## src/hdl/point_rotate_degrees_macros.svh

```systemverilog
// Assertion helpers shared by the point rotation block.
// Each macro expects clk and rst_n in scope and is idle while reset is low.
`ifndef POINT_ROTATE_DEGREES_MACROS_SVH
`define POINT_ROTATE_DEGREES_MACROS_SVH

// The consequent must hold in the same cycle as the antecedent.
`define PRD_ASSERT_NOW(lbl, ante, cons) \
  lbl: assert property (@(posedge clk) disable iff (!rst_n) (ante) |-> (cons)) \
    else $error("point_rotate_degrees: same-cycle check failed");

// The consequent must hold in the cycle after the antecedent.
`define PRD_ASSERT_NEXT(lbl, ante, cons) \
  lbl: assert property (@(posedge clk) disable iff (!rst_n) (ante) |=> (cons)) \
    else $error("point_rotate_degrees: next-cycle check failed");

`endif

```

## src/hdl/prd_pkg.sv

```systemverilog
package prd_pkg;

  // Field widths of the channels.
  localparam int XY_W  = 32;
  localparam int ANG_W = 26;

  // Algorithm settings.
  localparam int CORDIC_STEPS = 24;
  localparam int FRAC_BITS    = 16;
  localparam int N_STEPS      = (CORDIC_STEPS > 32) ? 32 : CORDIC_STEPS;
  localparam int STEP_W       = 5;

  // Angle units: one full turn and one quarter turn in 1/65536 degree.
  localparam int TURN_UNITS    = 23592960;
  localparam int QUARTER_UNITS = 5898240;
  localparam int AE_W          = ANG_W + 1;
  localparam int R_W           = 25;
  localparam int RES_W         = 23;

  // Residual to binary angle: z = (res * 8192 + 22) / 45.
  // res is split as 45 * m + t, so z = m * 8192 + (t * 8192 + 22) / 45.
  localparam int ANG_DIV   = 45;
  localparam int ANG_SH    = 13;
  localparam int ANG_BIAS  = 22;
  localparam int RECIP     = 11930465;
  localparam int RECIP_W   = 24;
  localparam int RECIP_SH  = 29;
  localparam int PD_W      = RES_W + RECIP_W;
  localparam int M_W       = 17;
  localparam int TI_W      = 6;

  // CORDIC datapath.
  localparam int TRIG_FRAC = 30;
  localparam int GAIN_Q30  = 652032874;
  localparam int CX_W      = 34;
  localparam int Z_W       = 34;

  // Rounded trig values and product widths.
  localparam int CS_SH = TRIG_FRAC - FRAC_BITS;
  localparam int CS_W  = FRAC_BITS + 3;
  localparam int PR_W  = XY_W + CS_W;
  localparam int SM_W  = PR_W + 1;

  // atan(2^-i) as a binary angle, 2^32 per turn.
  localparam int ATAN_TAB [32] = '{
    536870912, 316933406, 167458907, 85004756, 42667331, 21354465,
    10679838, 5340245, 2670163, 1335087, 667544, 333772, 166886, 83443,
    41722, 20861, 10430, 5215, 2608, 1304, 652, 326, 163, 81, 41, 20, 10,
    5, 3, 1, 1, 0
  };

  // Fraction part of the binary angle for each remainder t below 45.
  typedef logic [ANG_SH-1:0] ztab_t [2**TI_W];

  function automatic ztab_t make_ztab();
    ztab_t tab;
    for (int i = 0; i < 2**TI_W; i++) begin
      if (i < ANG_DIV) begin
        tab[i] = ANG_SH'((i * (2**ANG_SH) + ANG_BIAS) / ANG_DIV);
      end else begin
        tab[i] = '0;
      end
    end
    return tab;
  endfunction

  localparam ztab_t ZTAB = make_ztab();

  // Quadrant of the reduced angle.
  typedef enum logic [1:0] {
    QUAD_0 = 2'd0,
    QUAD_1 = 2'd1,
    QUAD_2 = 2'd2,
    QUAD_3 = 2'd3
  } quad_t;

  // Request moving down the CORDIC chain.
  typedef struct packed {
    logic signed [XY_W-1:0] px;
    logic signed [XY_W-1:0] py;
    quad_t                  q;
    logic signed [CX_W-1:0] cx;
    logic signed [CX_W-1:0] cy;
    logic signed [Z_W-1:0]  z;
  } cell_t;

endpackage

```

## src/hdl/prd_cordic_cell.sv

```systemverilog
module prd_cordic_cell (
  input  logic                        clk,
  input  logic                        rst_n,
  input  logic [prd_pkg::STEP_W-1:0]  step,
  input  logic                        up_valid,
  output logic                        up_ready,
  input  prd_pkg::cell_t              up,
  output logic                        dn_valid,
  input  logic                        dn_ready,
  output prd_pkg::cell_t              dn
);

  logic           v_r;
  logic           ld;
  prd_pkg::cell_t dn_r, dn_nxt;

  logic signed [prd_pkg::CX_W-1:0] dx, dy;
  logic signed [prd_pkg::Z_W-1:0]  at;

  assign ld       = !v_r || dn_ready;
  assign up_ready = ld;
  assign dn_valid = v_r;
  assign dn       = dn_r;

  always_ff @(posedge clk) begin
    if (!rst_n) begin
      v_r <= 1'b0;
    end else if (ld) begin
      v_r <= up_valid;
    end
  end

  // One rotation step: turn toward zero residual angle.
  always_comb begin
    dx     = up.cy >>> step;
    dy     = up.cx >>> step;
    at     = prd_pkg::Z_W'(prd_pkg::ATAN_TAB[step]);
    dn_nxt = up;
    if (!up.z[prd_pkg::Z_W-1]) begin
      dn_nxt.cx = up.cx - dx;
      dn_nxt.cy = up.cy + dy;
      dn_nxt.z  = up.z - at;
    end else begin
      dn_nxt.cx = up.cx + dx;
      dn_nxt.cy = up.cy - dy;
      dn_nxt.z  = up.z + at;
    end
  end

  always_ff @(posedge clk) begin
    if (ld) begin
      dn_r <= dn_nxt;
    end
  end

endmodule

```

## config.mk

```make
export PLATFORM = sky130hd
export DESIGN_NAME = prd_cordic_cell
export DESIGN_NICKNAME = d
export VERILOG_FILES = /design/src/hdl/point_rotate_degrees_macros.svh /design/src/hdl/prd_pkg.sv /design/src/hdl/prd_cordic_cell.sv
export SDC_FILE = /design/constraint.sdc
export NUM_CORES = 1
export LEC_CHECK = 0
export BUFFER_PORTS_ARGS = -buffer_cell sky130_fd_sc_hd__buf_2
export CAP_MARGIN = 10
export CORE_ASPECT_RATIO = 0.75
export CORE_MARGIN = 10
export CORE_UTILIZATION = 35
export CTS_BUF_LIST = sky130_fd_sc_hd__clkbuf_8
export CTS_CLUSTER_SIZE = 30
export DETAILED_ROUTE_END_ITERATION = 8
export SYNTH_ARGS = -nofsm -noshare
export SYNTH_HDL_FRONTEND = slang
export SYNTH_SLANG_ARGS = --single-unit
```

## constraint.sdc

```tcl
create_clock -name clk -period 6.6 [get_ports clk]
set_clock_uncertainty 0.05 [all_clocks]
set_input_delay 1.32 -clock clk [delete_from_list [all_inputs] [get_ports clk]]
set_output_delay 1.32 -clock clk [all_outputs]
set_load 0.1 [all_outputs]
```

==> metrics.csv <==
stage,metric,value,unit
clocking,cts-buffers-inserted,17,
timing,post-route-period-util,96.63,%
worst_hold_path,hold_class,reg2reg,
logic_synthesis,netlist_area,17290,um2
setup_path,end_kind,flop,
pwr,sequentialPowerShare,21.7,%
drt,total_via_count_in_the_routed_design,18520,
setup_path,timing_worst_setup_path_type,in2reg,
floorplanning,core,48780,um2
global_routing,antenna_found_initial,6,
final_layout,most_common_library_cell_in_the_layout_ignoring_fill_and_taps,buf_4,
logic_synthesis,predominant_post_synthesis_flop_cell,edfxtp_1,
drt,post-route-drc-count,0,
logic_synthesis,synthDominantAreaCellType,edfxtp_1,
pwr,swShare,55.29,%
drt,antenna_left,0,
drt,detail_route.vias_per_cell,5.517,
final_layout,layout.cell_area.non_filler,24860,um2
drt,wire_per_inst,22.83,um
floorplanning,fp.dieH,212.5,um
run_status,run_status,finished clean,
final_layout,final_net_count,2984,
clocking,cts_tree,done,
timing,timing.max_slew.rel_slack,35.25,%
setup_path,crit_path_max_fanout,18,
drt,firstDrtPassIters,6,
final_layout,post_route_cells_drive_above_1_share,43.30,%
clocking,numClockSinks,169,
setup_path,crit_arrival,6.66,ns
logic_synthesis,ys_types,94,
clocking,clock_tree.htree_level_count,4,
timing,report.final.hold_viol_count,0,
logic_synthesis,synth.yosys.seq_area_share,29.29,%
global_routing,grt.total_usage,25.00,%
job,max_cap_violations,0,
clocking,cts_hold_buf,0,
floorplanning,starting_utilization_of_the_core_area,35.45,%
pwr,static-leakage-power,11.47,nW
timing,final-max-slew-violation-count,0,
logic_synthesis,synth.ff_latch_count,169,
drt,detailedRoute.firstIterationViolations,1696,
logic_synthesis,yosys-top-cells-area,"edfxtp_1 29%, mux4_2 9.0%, ha_1 8.0%, xnor2_1 6.0%, a21oi_1 4.5%",
global_routing,grt_pass1_wl,113900,um
timing,setup-violations-final,0,
clocking,clock_latency,0.55,ns
clocking,cts_max_path_buffers,2,
global_routing,grt_start_max_net_pins,54,
global_routing,number_of_global_route_vias_before_repair,18440,
floorplanning,ios,347,
drt,wirelength,76630,um
placement,dp.cells,3313,
logic_synthesis,postSynthAreaPerCell,9.655,um2
placement,gp_congestion,1.049,
logic_synthesis,synthArstFlopShare,0,%
setup_path,critical_path_required,6.88,ns
placement,placement_cell_area,24240,um2
pwr,power_density,297.9,nW/um2
pwr,power_report.internal_total,3.310,mW
floorplanning,die-area,58790,um2
pwr,clkPwrFrac,11.4,%
floorplanning,num_rows,70,
clocking,ctsRootBufferMaster,clkbuf_8,
timing,period_minus_slack,6.377,ns
placement,dp_hpwl,63820,um
final_layout,final_cell_count_no_fill,3357,
logic_synthesis,synth_largest_type_area_fraction,29.17,%
final_layout,layout-area-overhead-vs-synth,43.73,%
logic_synthesis,post_synth_inst_count,1791,
pwr,power.share.combinational,66.8,%
setup_path,startpoint_type,primary input,
global_routing,overall_overflow_remaining_after_global_route,0,
pwr,switchingPower,4.093,mW
logic_synthesis,synth.net_count,2081,
clocking,cts.reportedPaths.clkPinSlew,0.12,ns
floorplanning,die_x,276.7,um
logic_synthesis,synth-edff-count,168,
pwr,vdd.ir_drop.worst,0.2519,mV
logic_synthesis,synth_warnings,0,
final_layout,layout.cells.most_common_list,"620 x buf_4, 343 x buf_2, 168 x edfxtp_1, 155 x a21oi_1, 150 x nor2_1",
timing,max_freq,156.8,MHz
timing,worst_pin_slew,0.9644,ns
placement,place.port_buffers,346,
## per-layer routing
| metal | vias to the layer above | track usage (%) | wire, um | share of wire (%) |
|---|---|---|---|---|
| li1 | 8662 | - | - | - |
| met1 | 9052 | 35.29 | 35810 | 47 |
| met2 | 741 | 38.20 | 33460 | 44 |
| met3 | 64 | 6.369 | 6311 | 8.2 |
| met4 | 2 | 4.546 | 1049 | 1.4 |
| met5 | - | 0 | 10 | 0.013 |
## flip-flops by register name, indices dropped and copies added (netlist names)
name / flops
dn: 168
dn_valid: 1
## worst max-delay path, cell delays in order
cell     delay (ns)
buf_16         0.15
buf_4          0.14
mux4_2         0.55
buf_4          0.17
a32oi_1        0.19
o211a_1        0.21
ha_2           0.18
nand3_1        0.10
or4_4          0.65
nor4b_4        0.33
a31oi_1        0.14
xor2_1         0.16
ha_1           0.31
and3_1         0.16
and3_1         0.20
and3_1         0.21
a31oi_1        0.19
o41ai_2        0.12
o31a_1         0.29
o31a_1         0.29
a31oi_2        0.18
o21ai_1        0.10
xnor2_1        0.14
xnor2_1        0.17
## cells in the mapped netlist (26+ instances only)
cell type / instances
a21o_1: 58
a21oi_1: 156
nor2_1: 150
mux2i_1: 73
nand2b_1: 30
a31oi_1: 35
ha_1: 110
xor2_1: 58
nor2b_1: 26
nand2_1: 115
mux2_2: 38
o21ai_0: 84
clkbuf_1: 34
mux4_2: 69
buf_2: 33
inv_1: 44
edfxtp_1: 168
xnor2_1: 118
nor3_1: 26
## layout make-up
class                           instances  area, um2
Antenna cell                            2      5.005
Timing Repair Buffer                  978       6674
Clock inverter                         15      201.4
Inverter                               47      176.4
Fill cell                            4553      23930
Clock buffer                           17      234.0
Tap cell                              648      810.8
Sequential cell                       169       5065
Multi-Input combinational cell       1481      11690
## metrics by stage
stage	setup TNS (ns)	util (%)	worst slack, ns	hold slack [ns]	total power [mW]
6_report	0	50.95	0.2225	0.7801	7.404
5_1_grt	-0.004118	50.95	-0.004118	0.8176	7.742
3_5_place_dp	-7.094	49.68	-0.5824	0.7839	6.533
3_3_place_gp	-4.760	49.68	-0.4793	0.7638	6.494
2_1_floorplan	-0.3348	-	-0.2525	1.369	5.086
4_1_cts	0	50.59	0.04675	0.8020	7.401
## kinds of logic after synthesis
logic type,count (synthesis),synth area share [%]
AND/OR/NAND/NOR,470,13.37
adder cells (fa/ha/maj),113,8.306
multiplexers,181,15.77
flip-flops,169,29.29
AO/OA/AOI/OAI,541,20.68
buffers and inverters,141,3.668
XOR/XNOR,176,8.914
## worst paths after layout
path / slack (ns) / cells past startpoint / start / endpoint
max reg2reg: 4.23 / 3 / dn_valid / dn[24]
min: 0.78 / 2 / dn_valid / dn_valid
min reg2reg: 0.78 / 2 / dn_valid / dn_valid
max: 0.22 / 24 / step[0] / dn[67]
## power by group through the flow
stage	clock, mW	sequential, mW	combinational [mW]
floorplan	0	3.73	1.35
global placement	0	1.63	4.86
detailed placement	0	1.64	4.90
CTS	0.873	1.61	4.91
global route	0.909	1.64	5.19
finish	0.845	1.61	4.95
## what timing repair did
action	4_1_cts	5_1_grt
resized for setup	2	16
buffers inserted	0	9
gates cloned	0	1
setup endpoints to repair	1	15
pin swaps	0	10
Power figures use the tool's default switching activity.
